===== src/hw/rtl/i8080_alu_assert.svh =====
// ----------------------------------------------------------------------------
// i8080_alu_assert
// Assertion macros shared by the ALU RTL.
// ----------------------------------------------------------------------------
// Each macro expects a clock named clk and an active-low reset named rst_n
// in the scope where it is used.
`ifndef I8080_ALU_ASSERT_SVH
`define I8080_ALU_ASSERT_SVH

// The consequent must hold in the same cycle as the antecedent.
`define ALU_ASSERT_SAME(label, ante, cons, msg) \
  label: assert property (@(posedge clk) disable iff (!rst_n) (ante) |-> (cons)) \
    else $error(msg);

// The consequent must hold in the cycle after the antecedent.
`define ALU_ASSERT_NEXT(label, ante, cons, msg) \
  label: assert property (@(posedge clk) disable iff (!rst_n) (ante) |=> (cons)) \
    else $error(msg);

`endif


===== src/hw/rtl/i8080_alu_pkg.sv =====
// ----------------------------------------------------------------------------
// i8080_alu_pkg
// Function codes, constants and flag types for the 8080-style ALU.
// ----------------------------------------------------------------------------
`timescale 1ns / 1ps

package i8080_alu_pkg;

  localparam int unsigned FuncW = 5;
  localparam int unsigned DataW = 8;

  typedef logic [FuncW-1:0] func_t;
  typedef logic [DataW-1:0] data_t;

  localparam func_t FN_ADD = 5'd0;
  localparam func_t FN_ADC = 5'd1;
  localparam func_t FN_SUB = 5'd2;
  localparam func_t FN_SBB = 5'd3;
  localparam func_t FN_ANA = 5'd4;
  localparam func_t FN_XRA = 5'd5;
  localparam func_t FN_ORA = 5'd6;
  localparam func_t FN_CMP = 5'd7;
  localparam func_t FN_INR = 5'd8;
  localparam func_t FN_DCR = 5'd9;
  localparam func_t FN_RLC = 5'd10;
  localparam func_t FN_RRC = 5'd11;
  localparam func_t FN_RAL = 5'd12;
  localparam func_t FN_RAR = 5'd13;
  localparam func_t FN_DAA = 5'd14;
  localparam func_t FN_CMA = 5'd15;
  localparam func_t FN_STC = 5'd16;
  localparam func_t FN_CMC = 5'd17;

  localparam logic [3:0] BCD_MAX_DIGIT = 4'h9;
  localparam data_t      BCD_MAX_BYTE  = 8'h99;
  localparam logic [3:0] BCD_CORR      = 4'h6;
  localparam logic [3:0] NIBBLE_ONES   = 4'hf;

  typedef struct packed {
    logic sign;
    logic zero;
    logic parity;
    logic carry;
    logic aux_carry;
  } flags_t;

endpackage


===== src/hw/rtl/i8080_alu.sv =====
// ----------------------------------------------------------------------------
// i8080_alu
// 8080-style ALU: one arithmetic, logic, rotate or flag operation per beat.
// ----------------------------------------------------------------------------
// Channel | Direction | Handshake          | Payload
// in_     | input     | in_valid/in_ready   | func, acc, operand, five flags
// out_    | output    | out_valid/out_ready | result, five flags
//
// Each beat passes an input register and then a result register, and out_valid
// rises once the beat is held in the result register; one beat per cycle is
// sustained while out_ready stays high.
// The flag and adder logic between the two registers sets the clock period.
// A stalled output holds its beat while the input register takes one more.
// Synchronous active-low reset empties both registers.
// ----------------------------------------------------------------------------
`timescale 1ns / 1ps
`include "i8080_alu_assert.svh"

module i8080_alu
  import i8080_alu_pkg::*;
(
  input  logic       clk,
  input  logic       rst_n,
  input  logic       in_valid,
  output logic       in_ready,
  input  logic [4:0] in_func,
  input  logic [7:0] in_acc,
  input  logic [7:0] in_operand,
  input  logic       in_carry_in,
  input  logic       in_aux_carry_in,
  input  logic       in_sign_in,
  input  logic       in_zero_in,
  input  logic       in_parity_in,
  output logic       out_valid,
  input  logic       out_ready,
  output logic [7:0] out_result,
  output logic       out_sign,
  output logic       out_zero,
  output logic       out_parity,
  output logic       out_carry,
  output logic       out_aux_carry
);

  logic   s1_valid_r, s1_valid_nxt;
  func_t  s1_func_r;
  data_t  s1_acc_r;
  data_t  s1_opd_r;
  flags_t s1_flags_r;

  logic   s2_valid_r, s2_valid_nxt;
  data_t  s2_result_r;
  flags_t s2_flags_r;

  logic   s2_free;
  logic   s1_adv;
  logic   in_take;

  data_t  res;
  flags_t flg;

  data_t      add_b;
  logic       add_cin;
  logic [8:0] add_sum;
  logic [4:0] add_low;
  logic       sub_op;
  data_t      daa_corr;
  logic [4:0] daa_low;
  data_t      szp_val;
  logic       szp_en;

  assign s2_free  = !s2_valid_r || out_ready;
  assign s1_adv   = s1_valid_r && s2_free;
  assign in_ready = !s1_valid_r || s2_free;
  assign in_take  = in_valid && in_ready;

  // Shared adder for add, adc, sub, sbb and cmp.
  always_comb begin
    sub_op  = (s1_func_r == FN_SUB) || (s1_func_r == FN_SBB) ||
              (s1_func_r == FN_CMP);
    add_b   = sub_op ? ~s1_opd_r : s1_opd_r;
    if (s1_func_r == FN_ADC) begin
      add_cin = s1_flags_r.carry;
    end else if (s1_func_r == FN_SBB) begin
      add_cin = !s1_flags_r.carry;
    end else begin
      add_cin = sub_op;
    end
    add_sum = {1'b0, s1_acc_r} + {1'b0, add_b} + {8'd0, add_cin};
    add_low = {1'b0, s1_acc_r[3:0]} + {1'b0, add_b[3:0]} + {4'd0, add_cin};
  end

  // Decimal adjust correction: six in each nibble that left the BCD range.
  always_comb begin
    daa_corr = '0;
    if (s1_flags_r.aux_carry || (s1_acc_r[3:0] > BCD_MAX_DIGIT)) begin
      daa_corr[3:0] = BCD_CORR;
    end
    if (s1_flags_r.carry || (s1_acc_r > BCD_MAX_BYTE)) begin
      daa_corr[7:4] = BCD_CORR;
    end
    daa_low = {1'b0, s1_acc_r[3:0]} + {1'b0, daa_corr[3:0]};
  end

  always_comb begin
    res    = s1_acc_r;
    flg    = s1_flags_r;
    szp_en = 1'b0;
    unique case (s1_func_r)
      FN_ADD, FN_ADC: begin
        res           = add_sum[7:0];
        flg.carry     = add_sum[8];
        flg.aux_carry = add_low[4];
        szp_en        = 1'b1;
      end
      FN_SUB, FN_SBB, FN_CMP: begin
        // Carry out of the complement add means no borrow.
        res           = (s1_func_r == FN_CMP) ? s1_acc_r : add_sum[7:0];
        flg.carry     = !add_sum[8];
        flg.aux_carry = add_low[4];
        szp_en        = 1'b1;
      end
      FN_ANA: begin
        res           = s1_acc_r & s1_opd_r;
        flg.carry     = 1'b0;
        flg.aux_carry = s1_acc_r[3] | s1_opd_r[3];
        szp_en        = 1'b1;
      end
      FN_XRA: begin
        res           = s1_acc_r ^ s1_opd_r;
        flg.carry     = 1'b0;
        flg.aux_carry = 1'b0;
        szp_en        = 1'b1;
      end
      FN_ORA: begin
        res           = s1_acc_r | s1_opd_r;
        flg.carry     = 1'b0;
        flg.aux_carry = 1'b0;
        szp_en        = 1'b1;
      end
      FN_INR: begin
        res           = s1_opd_r + 8'd1;
        flg.aux_carry = (s1_opd_r[3:0] == NIBBLE_ONES);
        szp_en        = 1'b1;
      end
      FN_DCR: begin
        res           = s1_opd_r - 8'd1;
        flg.aux_carry = (s1_opd_r[3:0] != 4'd0);
        szp_en        = 1'b1;
      end
      FN_RLC: begin
        res       = {s1_acc_r[6:0], s1_acc_r[7]};
        flg.carry = s1_acc_r[7];
      end
      FN_RRC: begin
        res       = {s1_acc_r[0], s1_acc_r[7:1]};
        flg.carry = s1_acc_r[0];
      end
      FN_RAL: begin
        res       = {s1_acc_r[6:0], s1_flags_r.carry};
        flg.carry = s1_acc_r[7];
      end
      FN_RAR: begin
        res       = {s1_flags_r.carry, s1_acc_r[7:1]};
        flg.carry = s1_acc_r[0];
      end
      FN_DAA: begin
        res           = s1_acc_r + daa_corr;
        flg.carry     = s1_flags_r.carry | (daa_corr[7:4] != 4'd0);
        flg.aux_carry = daa_low[4];
        szp_en        = 1'b1;
      end
      FN_CMA: begin
        res = ~s1_acc_r;
      end
      FN_STC: begin
        flg.carry = 1'b1;
      end
      FN_CMC: begin
        flg.carry = !s1_flags_r.carry;
      end
      default: begin
        // Unused codes pass the accumulator and flags through.
      end
    endcase

    // Compare sets sign, zero and parity from the difference, not the result.
    szp_val = (s1_func_r == FN_CMP) ? add_sum[7:0] : res;
    if (szp_en) begin
      flg.sign   = szp_val[7];
      flg.zero   = (szp_val == '0);
      flg.parity = ~^szp_val;
    end
  end

  always_comb begin
    s1_valid_nxt = s1_valid_r;
    if (in_take) begin
      s1_valid_nxt = 1'b1;
    end else if (s1_adv) begin
      s1_valid_nxt = 1'b0;
    end
    s2_valid_nxt = s2_valid_r;
    if (s1_adv) begin
      s2_valid_nxt = 1'b1;
    end else if (out_ready) begin
      s2_valid_nxt = 1'b0;
    end
  end

  always_ff @(posedge clk) begin
    if (!rst_n) begin
      s1_valid_r <= 1'b0;
      s2_valid_r <= 1'b0;
    end else begin
      s1_valid_r <= s1_valid_nxt;
      s2_valid_r <= s2_valid_nxt;
    end
  end

  always_ff @(posedge clk) begin
    if (in_take) begin
      s1_func_r  <= in_func;
      s1_acc_r   <= in_acc;
      s1_opd_r   <= in_operand;
      s1_flags_r <= '{sign: in_sign_in, zero: in_zero_in, parity: in_parity_in,
                      carry: in_carry_in, aux_carry: in_aux_carry_in};
    end
    if (s1_adv) begin
      s2_result_r <= res;
      s2_flags_r  <= flg;
    end
  end

  assign out_valid     = s2_valid_r;
  assign out_result    = s2_result_r;
  assign out_sign      = s2_flags_r.sign;
  assign out_zero      = s2_flags_r.zero;
  assign out_parity    = s2_flags_r.parity;
  assign out_carry     = s2_flags_r.carry;
  assign out_aux_carry = s2_flags_r.aux_carry;

  `ALU_ASSERT_NEXT(a_adv_fills_out, s1_adv, s2_valid_r, "result register not loaded")
  `ALU_ASSERT_NEXT(a_stall_holds_s1, s1_valid_r && !s2_free,
                   s1_valid_r && $stable(s1_acc_r) && $stable(s1_func_r),
                   "input register lost a stalled beat")
  `ALU_ASSERT_SAME(a_ready_only_full, !in_ready,
                   s1_valid_r && s2_valid_r && !out_ready,
                   "input stalled while the pipeline could move")
  `ALU_ASSERT_NEXT(a_cmp_keeps_acc, s1_adv && (s1_func_r == FN_CMP),
                   out_result == $past(s1_acc_r), "compare changed the accumulator")
  `ALU_ASSERT_NEXT(a_add_szp, s1_adv && (s1_func_r == FN_ADD),
                   (out_sign == out_result[7]) && (out_zero == (out_result == 8'd0)),
                   "add flags do not describe the result")

endmodule

===== config.mk =====
export PLATFORM = sky130hd
export DESIGN_NAME = i8080_alu
export DESIGN_NICKNAME = d
export VERILOG_FILES = /design/src/hw/rtl/i8080_alu_pkg.sv /design/src/hw/rtl/i8080_alu.sv
export VERILOG_INCLUDE_DIRS = /design/src /design/src/hw/rtl
export SDC_FILE = /design/constraint.sdc
export NUM_CORES = 1
export LEC_CHECK = 0
export BUFFER_PORTS_ARGS = -buffer_cell sky130_fd_sc_hd__buf_2
export CELL_PAD_IN_SITES_DETAIL_PLACEMENT = 1
export CELL_PAD_IN_SITES_GLOBAL_PLACEMENT = 1
export CORE_UTILIZATION = 40
export CTS_CLUSTER_DIAMETER = 50
export DETAILED_ROUTE_END_ITERATION = 6
export PLACE_DENSITY_LB_ADDON = 0.1
export RECOVER_POWER = 100
export REMOVE_ABC_BUFFERS = 1
export SYNTH_ARGS = -nofsm -noshare
export SYNTH_HDL_FRONTEND = slang
export SYNTH_SLANG_ARGS = --single-unit

===== constraint.sdc =====
create_clock -name clk -period 3.7 [get_ports clk]
set_input_delay 0.74 -clock clk [delete_from_list [all_inputs] [get_ports clk]]
set_output_delay 0.74 -clock clk [all_outputs]
set_load 0.02 [all_outputs]

==> flow_metrics.env <==
export IMPL_cts_tree="built"
export IMPL_grt_max_degree=27
export IMPL_diodes=0
export IMPL_placedCellCount=579
export IMPL_start_util_pct=41.0
export IMPL_setup_viol=1
export IMPL_skew_ns=0.00777
export IMPL_avgSynthCellArea_um2=9.78
export IMPL_rows=34
export IMPL_max_slew_margin_pct=-3.56
export IMPL_worstPathArrival_ns=3.80
export IMPL_layout_cells_non_filler=600
export IMPL_path_max_fanout=8
export IMPL_yosys_warnings=0
export IMPL_wl_mm=12.7
export IMPL_drc=0
export IMPL_finalNetCount=562
export IMPL_grt_antenna_before_repair=0
export IMPL_p_leak_nw=2.12
export IMPL_drt_iter0_markers=183
export IMPL_gp_congestion=0.986
export IMPL_first_pass_iters=7
export IMPL_syn_inst=364
export IMPL_cts_buffer_depth=2
export IMPL_fin_crit_ns=3.75
export IMPL_vias=3485
export IMPL_peakVddDrop_mv=0.197
export IMPL_h_tree_depth=2
export IMPL_critical_path_class="reg -> reg"
export IMPL_finalHoldViolations=0
export IMPL_powerDensity_nw_per_um2=314
export IMPL_maxCapViolations=1
export IMPL_cp_end_kind="register"
export IMPL_core_area_um2=8680
export IMPL_ys_seq_elements=41
export IMPL_fillers=1024
export IMPL_max_slew_worst_pin_slew_ns=1.55
export IMPL_worstRegToRegCells=17
export IMPL_hold_path_class="reg -> reg"
export IMPL_hpwl_mm=9.49
export IMPL_fmax_mhz=267
export IMPL_cts_root_buf="clkbuf_8"
export IMPL_die_area_um2=9280
export IMPL_finalCritPeriodShare_pct=101
export IMPL_worst_slack_ns=-0.0472
export IMPL_vias_per_cell=5.81
export IMPL_cts_sinks=41
export IMPL_maxSlewViolCount=27
export IMPL_placed_cell_area_um2=4420
export IMPL_start_kind="register"
export IMPL_ys_flop_type="edfxtp_1"
export IMPL_layout_common_cells="buf_4, edfxtp_1, ha_1"
export IMPL_io_buffer_count=44
export IMPL_total_power_mw=1.52
export IMPL_syn_to_final_growth_pct=35.8
export IMPL_holdPathStages=2
export IMPL_critPathRequiredTime_ns=3.75
export IMPL_synth_distinct_cells=62
export IMPL_cts_buffers=5
export IMPL_regArea_um2=1210
export IMPL_grt_util_all_layers_pct=28.3
export IMPL_synth_seq_area_share_pct=34.0
export IMPL_drive_above_1_share_pct=34.8
export IMPL_async_reset_ff_share_pct=0
export IMPL_grt_overflow=0
export IMPL_die_h_um=96.3
export IMPL_final_common_cell="buf_4"
export IMPL_fin_area_um2=4830
export IMPL_syn_area_um2=3560
export IMPL_violations="capacitance limit, slew limit, setup timing"
export IMPL_grt_pass1_vias=3517
export IMPL_grt_setup_unrepaired="true"
export IMPL_r2r_setup_slack_ns=-0.05
export IMPL_die_w_um=96.3
export IMPL_wl_per_cell_um=21.1
export IMPL_ios=45
export IMPL_grt_pass1_wl_mm=19.2
export IMPL_synth_edf_count=39
export IMPL_insertion_delay_ns=0.30
export IMPL_status="finished with violations"
export IMPL_cts_clk_slew_worst_paths_ns=0.09
export IMPL_antenna_left=0
export IMPL_multi_input_area_um2=2360
[per-stage QoR]
stage	util, %	TNS (ns)	hold WS, ns	worst slack (ns)
floorplan	-	-0.519	0.477	-0.424
finish	55.7	-0.0472	0.537	-0.0472
detailed placement	50.9	-0.175	0.519	-0.175
global route	55.7	-0.187	0.577	-0.187
CTS	54.8	-0.00182	0.540	-0.00182
global placement	50.9	-0.0619	0.488	-0.0619
[state kept, by name (all words and copies together) (netlist names), 5 cells and up]
signal	flops
out_result	8
s1_acc_r	8
s1_opd_r	8
s1_flags_r	5
s1_func_r	5
[worst max-delay path, stage by stage (launching register included)]
cell	delay, ns
edfxtp_1	0.48
buf_6	0.17
a211oi_4	0.22
nand2_2	0.12
buf_8	0.17
xnor2_2	0.14
ha_1	0.32
buf_6	0.14
nor2b_2	0.15
o21ai_1	0.12
nand2b_1	0.09
xor2_1	0.17
a211o_2	0.36
mux2i_1	0.20
ha_1	0.28
xor2_1	0.16
xnor2_1	0.15
o21ai_1	0.07
[cells by family (layout without fill, tap and decap cells)]
logic type / Yosys count / after routing / share of synthesized area [%]
compound gates: 106 / 106 / 21.4
fa+ha+maj: 41 / 41 / 15.3
flops: 41 / 41 / 34.0
mux: 6 / 6 / 1.69
xor+xnor: 31 / 31 / 7.63
simple gates: 98 / 98 / 14.7
buf+inv: 41 / 169 / 5.34
[layout make-up]
cell class	count	area share [%]
Sequential cell	41	25.1
Multi-Input combinational cell	282	48.9
Tap cell	108	2.80
Inverter	23	1.79
Timing Repair Buffer	138	19.2
Clock inverter	2	0.725
Clock buffer	6	1.50
[cell usage after synthesis (7+ instances only)]
cell type / number / area [µm²]
xor2_1: 11 / 96.3
ha_1: 37 / 463
xnor2_1: 20 / 175
inv_1: 23 / 86.3
nand2_1: 33 / 124
a21oi_1: 20 / 100
nor2b_1: 9 / 56.3
edfxtp_1: 39 / 1170
nor2_1: 11 / 41.3
a22oi_1: 7 / 52.6
o21ai_0: 20 / 100
buf_2: 7 / 35.0
nor3_1: 7 / 35.0
[routing by layer]
layer / part of all wire [%] / wire [µm] / GRT usage, %
met1: 43 / 5490 / 38.2
met2: 48 / 6070 / 47.3
met3: 6.0 / 759 / 3.55
met4: 2.9 / 366 / 8.46
met5: 0 / 0 / 0
[final timing paths]
path,start,to
min,s1_flags_r[3]$_DFFE_PP_,out_zero$_DFFE_PP_
max,s1_func_r[2]$_DFFE_PP_,out_parity$_DFFE_PP_
min reg2reg,s1_flags_r[3]$_DFFE_PP_,out_zero$_DFFE_PP_
max reg2reg,s1_func_r[2]$_DFFE_PP_,out_parity$_DFFE_PP_
[report_power, final]
group          switching [mW]  internal [mW]  total [mW]
logic                   0.301          0.284       0.584
registers              0.0224          0.545       0.568
clock network           0.166          0.201       0.367
total                   0.489           1.03        1.52
[repair_timing]
item,in CTS,in global routing
pin swaps,19,6
setup endpoints to repair,1,3
buffers inserted,9,4
hold buffers,0,0
resized for setup,34,15
Note: power is estimated with default switching activity, not from simulation.
